`config.mk`:
```
export PLATFORM = sky130hd
export DESIGN_NAME = radix_digit_converter
export DESIGN_NICKNAME = d
export VERILOG_FILES = /design/src/design/rdc_pkg.sv /design/src/design/rdc_front.sv /design/src/design/rdc_queue.sv /design/src/design/rdc_back.sv /design/src/design/radix_digit_converter.sv
export SDC_FILE = /design/constraint.sdc
export NUM_CORES = 1
export LEC_CHECK = 0
export BUFFER_PORTS_ARGS = -buffer_cell sky130_fd_sc_hd__buf_2
export CORE_MARGIN = 10
export CORE_UTILIZATION = 54
export CTS_BUF_LIST = sky130_fd_sc_hd__clkbuf_4 sky130_fd_sc_hd__clkbuf_8
export CTS_CLUSTER_DIAMETER = 120
export CTS_CLUSTER_SIZE = 14
export DETAILED_ROUTE_END_ITERATION = 6
export PLACE_DENSITY = 0.73
export SYNTH_ARGS = -nofsm -noshare
export SYNTH_HDL_FRONTEND = slang
export SYNTH_SLANG_ARGS = --single-unit
export TNS_END_PERCENT = 20
```
`constraint.sdc`:
```
create_clock -name clk -period 13.2 [get_ports clk]
set_input_delay 1.32 -clock clk [delete_from_list [all_inputs] [get_ports clk]]
set_output_delay 1.32 -clock clk [all_outputs]
set_load 0.05 [all_outputs]
```
`src/design/rdc_pkg.sv`:
```
// ----------------------------------------------------------------------------
// rdc_pkg
// Shared types, widths and helpers of the radix digit converter.
// ----------------------------------------------------------------------------
package rdc_pkg;

    localparam int VALUE_W     = 32;
    localparam int RADIX_W     = 5;
    localparam int DIGIT_W     = 4;
    localparam int TOP_W       = 5;
    localparam int APB_ADDR_W  = 3;
    localparam int APB_DATA_W  = 32;
    localparam int QUEUE_DEPTH = 2;
    localparam int QPTR_W      = 1;
    localparam int QCNT_W      = 2;
    localparam int BYTE_W      = 8;
    localparam int STEPS_W     = 2;

    localparam logic [RADIX_W-1:0]  RADIX_MIN   = 5'd2;
    localparam logic [RADIX_W-1:0]  RADIX_MAX   = 5'd16;
    localparam logic [RADIX_W-1:0]  RADIX_RESET = 5'd2;
    localparam logic [STEPS_W-1:0]  LAST_STEP   = 2'd3;

    // Register word addresses on the configuration port.
    localparam logic REG_RADIX = 1'b0;

    typedef struct packed {
        logic [VALUE_W-1:0] value;
        logic [RADIX_W-1:0] radix;
        logic               zero;
    } cmd_t;

    function automatic logic [RADIX_W-1:0] clamp_radix(input logic [RADIX_W-1:0] r);
        logic [RADIX_W-1:0] res;
        res = r;
        if (r < RADIX_MIN)
        begin
            res = RADIX_MIN;
        end
        else if (r > RADIX_MAX)
        begin
            res = RADIX_MAX;
        end
        return res;
    endfunction

endpackage

```
`src/design/rdc_front.sv`:
```
// ----------------------------------------------------------------------------
// rdc_front
// Configuration register, input acceptance and classification of each value.
// ----------------------------------------------------------------------------
module rdc_front (
    input  logic                            clk,
    input  logic                            rst_n,
    input  logic                            psel,
    input  logic                            penable,
    input  logic                            pwrite,
    input  logic [rdc_pkg::APB_ADDR_W-1:0]  paddr,
    input  logic [rdc_pkg::APB_DATA_W-1:0]  pwdata,
    output logic [rdc_pkg::APB_DATA_W-1:0]  prdata,
    output logic                            pready,
    input  logic                            push,
    output logic                            full,
    input  logic [rdc_pkg::VALUE_W-1:0]     value,
    output logic                            q_push,
    output rdc_pkg::cmd_t                   q_cmd,
    input  logic                            q_full
);
    import rdc_pkg::*;

    logic [RADIX_W-1:0] radix_reg;
    logic [RADIX_W-1:0] radix_next;
    logic               cfg_write;

    assign pready    = 1'b1;
    assign cfg_write = psel && penable && pwrite && (paddr[APB_ADDR_W-1] == REG_RADIX);

    always_comb
    begin
        radix_next = radix_reg;
        if (cfg_write)
        begin
            radix_next = pwdata[RADIX_W-1:0];
        end
    end

    always_ff @(posedge clk or negedge rst_n)
    begin
        if (!rst_n)
        begin
            radix_reg <= RADIX_RESET;
        end
        else
        begin
            radix_reg <= radix_next;
        end
    end

    always_comb
    begin
        prdata = '0;
        if (paddr[APB_ADDR_W-1] == REG_RADIX)
        begin
            prdata = APB_DATA_W'(radix_reg);
        end
    end

    assign full         = q_full;
    assign q_push       = push && !q_full;
    assign q_cmd.value  = value;
    assign q_cmd.radix  = clamp_radix(radix_reg);
    assign q_cmd.zero   = (value == '0);

endmodule

```
`src/design/rdc_queue.sv`:
```
// ----------------------------------------------------------------------------
// rdc_queue
// Two-entry command queue between the front and the conversion engine.
// ----------------------------------------------------------------------------
module rdc_queue (
    input  logic          clk,
    input  logic          rst_n,
    input  logic          wr_en,
    input  rdc_pkg::cmd_t wr_cmd,
    output logic          q_full,
    input  logic          rd_en,
    output rdc_pkg::cmd_t rd_cmd,
    output logic          q_empty
);
    import rdc_pkg::*;

    cmd_t               entry_reg [QUEUE_DEPTH];
    logic [QPTR_W-1:0]  wr_ptr_reg;
    logic [QPTR_W-1:0]  wr_ptr_next;
    logic [QPTR_W-1:0]  rd_ptr_reg;
    logic [QPTR_W-1:0]  rd_ptr_next;
    logic [QCNT_W-1:0]  count_reg;
    logic [QCNT_W-1:0]  count_next;
    logic               do_wr;
    logic               do_rd;

    assign q_full  = (count_reg == QCNT_W'(QUEUE_DEPTH));
    assign q_empty = (count_reg == '0);
    assign do_wr   = wr_en && !q_full;
    assign do_rd   = rd_en && !q_empty;
    assign rd_cmd  = entry_reg[rd_ptr_reg];

    always_comb
    begin
        wr_ptr_next = wr_ptr_reg;
        rd_ptr_next = rd_ptr_reg;
        count_next  = count_reg;
        if (do_wr)
        begin
            wr_ptr_next = wr_ptr_reg + 1'b1;
        end
        if (do_rd)
        begin
            rd_ptr_next = rd_ptr_reg + 1'b1;
        end
        if (do_wr && !do_rd)
        begin
            count_next = count_reg + 1'b1;
        end
        else if (do_rd && !do_wr)
        begin
            count_next = count_reg - 1'b1;
        end
    end

    always_ff @(posedge clk or negedge rst_n)
    begin
        if (!rst_n)
        begin
            wr_ptr_reg <= '0;
            rd_ptr_reg <= '0;
            count_reg  <= '0;
        end
        else
        begin
            wr_ptr_reg <= wr_ptr_next;
            rd_ptr_reg <= rd_ptr_next;
            count_reg  <= count_next;
        end
    end

    always_ff @(posedge clk)
    begin
        if (do_wr)
        begin
            entry_reg[wr_ptr_reg] <= wr_cmd;
        end
    end

endmodule

```
`src/design/rdc_back.sv`:
```
// ----------------------------------------------------------------------------
// rdc_back
// Conversion engine: repeated division eight bits a cycle, digit store, and
// emission of the digits most significant first through an output register.
// ----------------------------------------------------------------------------
module rdc_back #(
    parameter int MAX_DIGITS = 32
) (
    input  logic                        clk,
    input  logic                        rst_n,
    input  rdc_pkg::cmd_t               q_cmd,
    input  logic                        q_empty,
    output logic                        q_pop,
    output logic                        empty,
    input  logic                        pop,
    output logic [rdc_pkg::DIGIT_W-1:0] digit,
    output logic [rdc_pkg::TOP_W-1:0]   top_index,
    output logic                        last
);
    import rdc_pkg::*;

    localparam int ADDR_W = (MAX_DIGITS > 1) ? $clog2(MAX_DIGITS) : 1;
    localparam int CNT_W  = $clog2(MAX_DIGITS + 1);

    localparam logic [1:0] ST_IDLE = 2'd0;
    localparam logic [1:0] ST_DIV  = 2'd1;
    localparam logic [1:0] ST_EMIT = 2'd2;

    logic [1:0]          state_reg,   state_next;
    logic [VALUE_W-1:0]  work_reg,    work_next;
    logic [DIGIT_W-1:0]  rem_reg,     rem_next;
    logic [RADIX_W-1:0]  radix_reg,   radix_next;
    logic [STEPS_W-1:0]  step_reg,    step_next;
    logic [CNT_W-1:0]    cnt_reg,     cnt_next;
    logic [ADDR_W-1:0]   rd_ptr_reg,  rd_ptr_next;
    logic [TOP_W-1:0]    top_reg,     top_next;
    logic                rd_valid_reg, rd_valid_next;
    logic [TOP_W-1:0]    rd_top_reg,  rd_top_next;
    logic                rd_last_reg, rd_last_next;
    logic [DIGIT_W-1:0]  rd_data_reg;
    logic                out_valid_reg, out_valid_next;
    logic [DIGIT_W-1:0]  out_digit_reg, out_digit_next;
    logic [TOP_W-1:0]    out_top_reg,   out_top_next;
    logic                out_last_reg,  out_last_next;

    logic [DIGIT_W-1:0]  digit_mem [MAX_DIGITS];
    logic                mem_we;
    logic [ADDR_W-1:0]   mem_waddr;
    logic [DIGIT_W-1:0]  mem_wdata;
    logic                rd_issue;
    logic                out_load;

    logic [BYTE_W-1:0]   q_byte;
    logic [DIGIT_W-1:0]  step_rem;
    logic [VALUE_W-1:0]  shifted;
    logic [CNT_W-1:0]    cnt_inc;

    // Long division of one byte by the radix, remainder carried in.
    always_comb
    begin
        logic [RADIX_W-1:0] t;
        logic [DIGIT_W-1:0] r;
        r = rem_reg;
        q_byte = '0;
        for (int i = BYTE_W - 1; i >= 0; i--)
        begin
            t = {r, work_reg[VALUE_W-BYTE_W+i]};
            if (t >= radix_reg)
            begin
                t = t - radix_reg;
                q_byte[i] = 1'b1;
            end
            r = t[DIGIT_W-1:0];
        end
        step_rem = r;
    end

    assign shifted  = {work_reg[VALUE_W-BYTE_W-1:0], q_byte};
    assign cnt_inc  = cnt_reg + 1'b1;
    assign out_load = rd_valid_reg && (!out_valid_reg || pop);
    assign rd_issue = (state_reg == ST_EMIT) && (!rd_valid_reg || out_load);
    assign q_pop    = (state_reg == ST_IDLE) && !q_empty;

    always_comb
    begin
        state_next  = state_reg;
        work_next   = work_reg;
        rem_next    = rem_reg;
        radix_next  = radix_reg;
        step_next   = step_reg;
        cnt_next    = cnt_reg;
        rd_ptr_next = rd_ptr_reg;
        top_next    = top_reg;
        mem_we      = 1'b0;
        mem_waddr   = cnt_reg[ADDR_W-1:0];
        mem_wdata   = step_rem;

        case (state_reg)
            ST_IDLE:
            begin
                if (!q_empty)
                begin
                    work_next  = q_cmd.value;
                    radix_next = q_cmd.radix;
                    rem_next   = '0;
                    step_next  = '0;
                    cnt_next   = '0;
                    if (q_cmd.zero)
                    begin
                        mem_we      = 1'b1;
                        mem_waddr   = '0;
                        mem_wdata   = '0;
                        cnt_next    = CNT_W'(1);
                        rd_ptr_next = '0;
                        top_next    = '0;
                        state_next  = ST_EMIT;
                    end
                    else
                    begin
                        state_next = ST_DIV;
                    end
                end
            end
            ST_DIV:
            begin
                work_next = shifted;
                rem_next  = step_rem;
                step_next = step_reg + 1'b1;
                if (step_reg == LAST_STEP)
                begin
                    mem_we   = 1'b1;
                    rem_next = '0;
                    cnt_next = cnt_inc;
                    if ((shifted == '0) || (cnt_inc == CNT_W'(MAX_DIGITS)))
                    begin
                        rd_ptr_next = cnt_reg[ADDR_W-1:0];
                        top_next    = TOP_W'(cnt_reg);
                        state_next  = ST_EMIT;
                    end
                end
            end
            ST_EMIT:
            begin
                if (rd_issue)
                begin
                    rd_ptr_next = rd_ptr_reg - 1'b1;
                    if (rd_ptr_reg == '0)
                    begin
                        state_next = ST_IDLE;
                    end
                end
            end
            default:
            begin
                state_next = ST_IDLE;
            end
        endcase
    end

    always_comb
    begin
        rd_valid_next = rd_valid_reg;
        rd_top_next   = rd_top_reg;
        rd_last_next  = rd_last_reg;
        if (rd_issue)
        begin
            rd_valid_next = 1'b1;
            rd_top_next   = top_reg;
            rd_last_next  = (rd_ptr_reg == '0);
        end
        else if (out_load)
        begin
            rd_valid_next = 1'b0;
        end

        out_valid_next = out_valid_reg;
        out_digit_next = out_digit_reg;
        out_top_next   = out_top_reg;
        out_last_next  = out_last_reg;
        if (out_load)
        begin
            out_valid_next = 1'b1;
            out_digit_next = rd_data_reg;
            out_top_next   = rd_top_reg;
            out_last_next  = rd_last_reg;
        end
        else if (pop && out_valid_reg)
        begin
            out_valid_next = 1'b0;
        end
    end

    always_ff @(posedge clk or negedge rst_n)
    begin
        if (!rst_n)
        begin
            state_reg     <= ST_IDLE;
            work_reg      <= '0;
            cnt_reg       <= '0;
            rd_valid_reg  <= 1'b0;
            out_valid_reg <= 1'b0;
        end
        else
        begin
            state_reg     <= state_next;
            work_reg      <= work_next;
            cnt_reg       <= cnt_next;
            rd_valid_reg  <= rd_valid_next;
            out_valid_reg <= out_valid_next;
        end
    end

    always_ff @(posedge clk)
    begin
        rem_reg       <= rem_next;
        radix_reg     <= radix_next;
        step_reg      <= step_next;
        rd_ptr_reg    <= rd_ptr_next;
        top_reg       <= top_next;
        rd_top_reg    <= rd_top_next;
        rd_last_reg   <= rd_last_next;
        out_digit_reg <= out_digit_next;
        out_top_reg   <= out_top_next;
        out_last_reg  <= out_last_next;
    end

    always_ff @(posedge clk)
    begin
        if (mem_we)
        begin
            digit_mem[mem_waddr] <= mem_wdata;
        end
    end

    always_ff @(posedge clk)
    begin
        if (rd_issue)
        begin
            rd_data_reg <= digit_mem[rd_ptr_reg];
        end
    end

    assign empty     = !out_valid_reg;
    assign digit     = out_digit_reg;
    assign top_index = out_top_reg;
    assign last      = out_last_reg;

endmodule

```
`src/design/radix_digit_converter.sv`:
```
// ----------------------------------------------------------------------------
// radix_digit_converter
// Converts a 32-bit unsigned value into digits of the configured radix,
// emitted most significant digit first.
//
//   Channel   Handshake              Payload
//   config    psel/penable/pready    paddr, pwdata, prdata (radix at 0)
//   input     push / full            value
//   result    empty / pop            digit, top_index, last
//
// A value leaves the queue, and the divider then finds each digit as the
// remainder of the value over the radix, eight quotient bits a cycle; a zero
// value skips the divider. The emitter sends the stored digits out.
// Two further values can wait in the queue.
// Reset sets the radix to 2 and empties the queue and output register.
// A stalled result holds the emitter, and the next value waits in the queue
// until the last digit of the current one has been read from the store.
// ----------------------------------------------------------------------------
module radix_digit_converter #(
    parameter int MAX_DIGITS = 32
) (
    input  logic                            clk,
    input  logic                            rst_n,
    input  logic                            psel,
    input  logic                            penable,
    input  logic                            pwrite,
    input  logic [rdc_pkg::APB_ADDR_W-1:0]  paddr,
    input  logic [rdc_pkg::APB_DATA_W-1:0]  pwdata,
    output logic [rdc_pkg::APB_DATA_W-1:0]  prdata,
    output logic                            pready,
    input  logic                            push,
    output logic                            full,
    input  logic [rdc_pkg::VALUE_W-1:0]     value,
    output logic                            empty,
    input  logic                            pop,
    output logic [rdc_pkg::DIGIT_W-1:0]     digit,
    output logic [rdc_pkg::TOP_W-1:0]       top_index,
    output logic                            last
);
    import rdc_pkg::*;

    cmd_t q_in_cmd;
    cmd_t q_out_cmd;
    logic q_push;
    logic q_full;
    logic q_pop;
    logic q_empty;

    rdc_front u_front (
        .clk     (clk),
        .rst_n   (rst_n),
        .psel    (psel),
        .penable (penable),
        .pwrite  (pwrite),
        .paddr   (paddr),
        .pwdata  (pwdata),
        .prdata  (prdata),
        .pready  (pready),
        .push    (push),
        .full    (full),
        .value   (value),
        .q_push  (q_push),
        .q_cmd   (q_in_cmd),
        .q_full  (q_full)
    );

    rdc_queue u_queue (
        .clk     (clk),
        .rst_n   (rst_n),
        .wr_en   (q_push),
        .wr_cmd  (q_in_cmd),
        .q_full  (q_full),
        .rd_en   (q_pop),
        .rd_cmd  (q_out_cmd),
        .q_empty (q_empty)
    );

    rdc_back #(
        .MAX_DIGITS (MAX_DIGITS)
    ) u_back (
        .clk       (clk),
        .rst_n     (rst_n),
        .q_cmd     (q_out_cmd),
        .q_empty   (q_empty),
        .q_pop     (q_pop),
        .empty     (empty),
        .pop       (pop),
        .digit     (digit),
        .top_index (top_index),
        .last      (last)
    );

endmodule

```
==> run_results.csv <==
group,metric,value,unit
status,outcome,"complete, no violations",
clock_tree,htree_levels,1,
detailed_routing,wl_per_cell,18.85,µm
synthesis,yosys_register_bits,296,
timing,fin_skew,0.02900,ns
clock_tree,cts_resized,0,
setup_path,path_class,"reg2reg",
timing,max_freq,82.01,MHz
setup_path,critPathLaunch,"u_back.radix_reg[1]$_DFFE_PP_",
detailed_routing,vias,7999,
clock_tree,hold_buffers,0,
floorplanning,initial_core_util,54.97,%
setup_path,rr_worst_depth,51,
min_path,hold_depth,0,
detailed_routing,drt_iter0_drc,508,
synthesis,synth_edf_count,245,
timing,finalCriticalPeriod,12.19,ns
floorplanning,chipHeight,180.3,µm
synthesis,ys_seq_area_share,62.19,%
clock_tree,postCtsSetupRepairBufs,0,
placed_design,placed_cells,1380,
floorplanning,die_area,32520,µm²
final_layout,layout.cells.non_filler,1416,
clock_tree,cts_tree,"built",
synthesis,synth.yosys.warnings,0,
clock_tree,cts-root-buf,"clkbuf_8",
global_route,first_global_vias,8057,
clock_tree,clock_path_buffers,3,
timing,rsz0062_at_grt,"false",
global_route,overflow,0,
setup_path,critPathRequiredTime,13.48,ns
detailed_routing,viasPerCell,5.649,
placed_design,place_ws,0.8272,ns
setup_path,cp_max_fo,10,
timing,relSlewSlack,23.93,%
floorplanning,core,25250,µm²
global_route,grt_max_degree,83,
synthesis,synth_area_leaders,"edfxtp_1 (53%), dfrtp_1 (9.0%), mux4_2 (6.5%)",
final_layout,syn_to_final_growth,7.877,%
clock_tree,clk_latency,0.56,ns
timing,tightest_slew,1.138,ns
placed_design,portBuffers,61,
final_layout,final_common_cell,"edfxtp_1",
clock_tree,clkSinkCount,296,
final_layout,finalNetCount,1206,
min_path,min_path_type,"reg2reg",
global_route,grt_pass1_wl,42.16,mm
setup_path,r2r-start,"u_back.radix_reg[1]$_DFFE_PP_",
timing,slew_violations,0,
timing,fin_crit_sh,92.37,%
setup_path,crit_slowest_cell,"edfxtp_1",
setup_path,path_common_cell,"ha_1",
timing,setup_viol,0,
synthesis,avgSynthCellArea,13.72,µm²
setup_path,regToRegSetupSlack,1.01,ns
min_path,min_from,"u_back.rd_top_reg[4]$_DFFE_PP_",
timing,hold_viol,0,
synthesis,synth_cell_type_count,53,
setup_path,cp_slowest_stage_delay,0.71,ns
timing,hold_slack,0.4270,ns
synthesis,synth.cell_area,13880,µm²
clock_tree,path_clk_slew,0.10,ns
floorplanning,boundaryPins,119,
floorplanning,row_count,58,
flow_run,maxCapViolCount,0,
global_route,antenna_found_initial,1,
detailed_routing,firstDrtPassIters,5,
detailed_routing,wirelength,26.70,mm
synthesis,netlist.area_leader.share,52.99,%
final_layout,largest_register_ffs,128,
setup_path,worst_ep_arrival_time,12.48,ns
timing,setup_ws,1.007,ns
synthesis,synth-main-ff-cell,"edfxtp_1",
synthesis,syn_inst,1012,
synthesis,synth_top_area_cell,"edfxtp_1",
setup_path,startpoint_type,"flip-flop",
min_path,hold_end,"u_back.top_index[4]$_DFFE_PP_",
synthesis,async_flop_share,17.23,%
setup_path,cp-end-kind,"flip-flop",
placed_design,place_hpwl,18.59,mm
placed_design,gp_congestion,0.8083,
clock_tree,cts_buffers,25,
timing,setup_tns,0,ns
final_layout,layout_common_cells,"edfxtp_1 (245), nor2_1 (91), nand2_1 (64)",
detailed_routing,ant_nets,0,
setup_path,reg2reg_to,"u_back.rd_ptr_reg[2]$_DFFE_PP_",
final_layout,layout-drive-gt1-share,18.25,%
detailed_routing,drc,0,
floorplanning,die_x,180.3,µm
global_route,grt.total_usage,15.70,%
## cells in the mapped netlist, types with 2 or more instances
cell type and number:
nand4_1 7, nor2b_1 20, nor3b_1 6, mux4_2 40, and2_1 7, mux2_2 25
mux2i_1 41, nand3_1 8, and3_1 2, nand2b_1 12, clkbuf_1 33, nand4b_1 2
o31ai_1 5, fa_1 8, xor2_1 13, buf_1 2, nor4_1 13, a31o_2 3
edfxtp_1 245, o21a_1 6, a31oi_1 10, xnor2_1 9, o21ai_0 56, ha_1 47
dfrtp_1 50, a211oi_1 3, nand2_1 64, conb_1 2, a21boi_0 4, or3_1 2
or4_1 2, buf_4 31, a21o_1 16, o21ai_1 3, nor3_1 10, nor2_1 95
buf_2 4, a21oi_1 50, inv_1 42
## metrics by stage
| step | util [%] | area, µm² |
|---|---|---|
| CTS | 59.27 | 14970 |
| global placement | 57.58 | 14540 |
| finish | 59.30 | 14980 |
| detailed placement | 57.58 | 14540 |
| global route | 59.30 | 14980 |
| floorplan | - | 13980 |
## cell families (layout without fill, tap and decap cells)
group,count (synthesis),count (layout),share of synthesized area [%]
muxes,106,106,11.47
AOI/OAI and AO/OA,164,164,6.949
other,2,29,0.05409
xor gates and xnor gates,22,22,1.388
and+or+nand+nor,254,254,8.571
adders and majority gates,55,55,5.389
buffers and inverters,113,160,3.983
DFF,296,296,62.19
## critical path, delay by kind of cell (launching register included)
kind / cells / cell delay [ns]
mux: 4 / 1.55
compound gates: 27 / 5.45
fa+ha+maj: 8 / 2.55
buf+inv: 8 / 1.10
simple gates: 4 / 0.58
flops: 1 / 0.71
## layer usage
metal | up-vias | global-route usage [%] | part of all wire [%]
met5 | - | 0 | 0
met4 | 0 | 3.150 | 1.1
met3 | 23 | 2.892 | 5.4
met2 | 192 | 26.54 | 50
met1 | 3973 | 20.82 | 44
li1 | 3811 | - | -
## worst max path at each step
stage,end,slack [ns],cells past startpoint
4_1_cts,u_back.digit_mem[6][1]$_DFFE_PP_,0.77,46
2_1_floorplan,u_back.digit_mem[0][2]$_DFFE_PP_,1.13,49
5_1_grt,u_back.rd_ptr_reg[3]$_DFFE_PP_,0.09,51
3_3_place_gp,u_back.digit_mem[14][1]$_DFFE_PP_,1.09,46
6_report,u_back.rd_ptr_reg[2]$_DFFE_PP_,1.01,51
3_5_place_dp,u_back.digit_mem[17][1]$_DFFE_PP_,0.83,46
## final cells by class
| cell class | instances | area [µm²] |
|---|---|---|
| antenna | 1 | 2.502 |
| clock buffer | 33 | 404.1 |
| clock inverter | 2 | 23.77 |
| fill | 1940 | 10280 |
| inverter | 42 | 157.7 |
| multi-input combinational | 629 | 4832 |
| sequential | 296 | 8636 |
| tap | 330 | 412.9 |
| timing repair buffer | 83 | 508.0 |
Power is not shown: default switching activity piles up to over one toggle a cycle in this logic, so the estimate is an artifact.
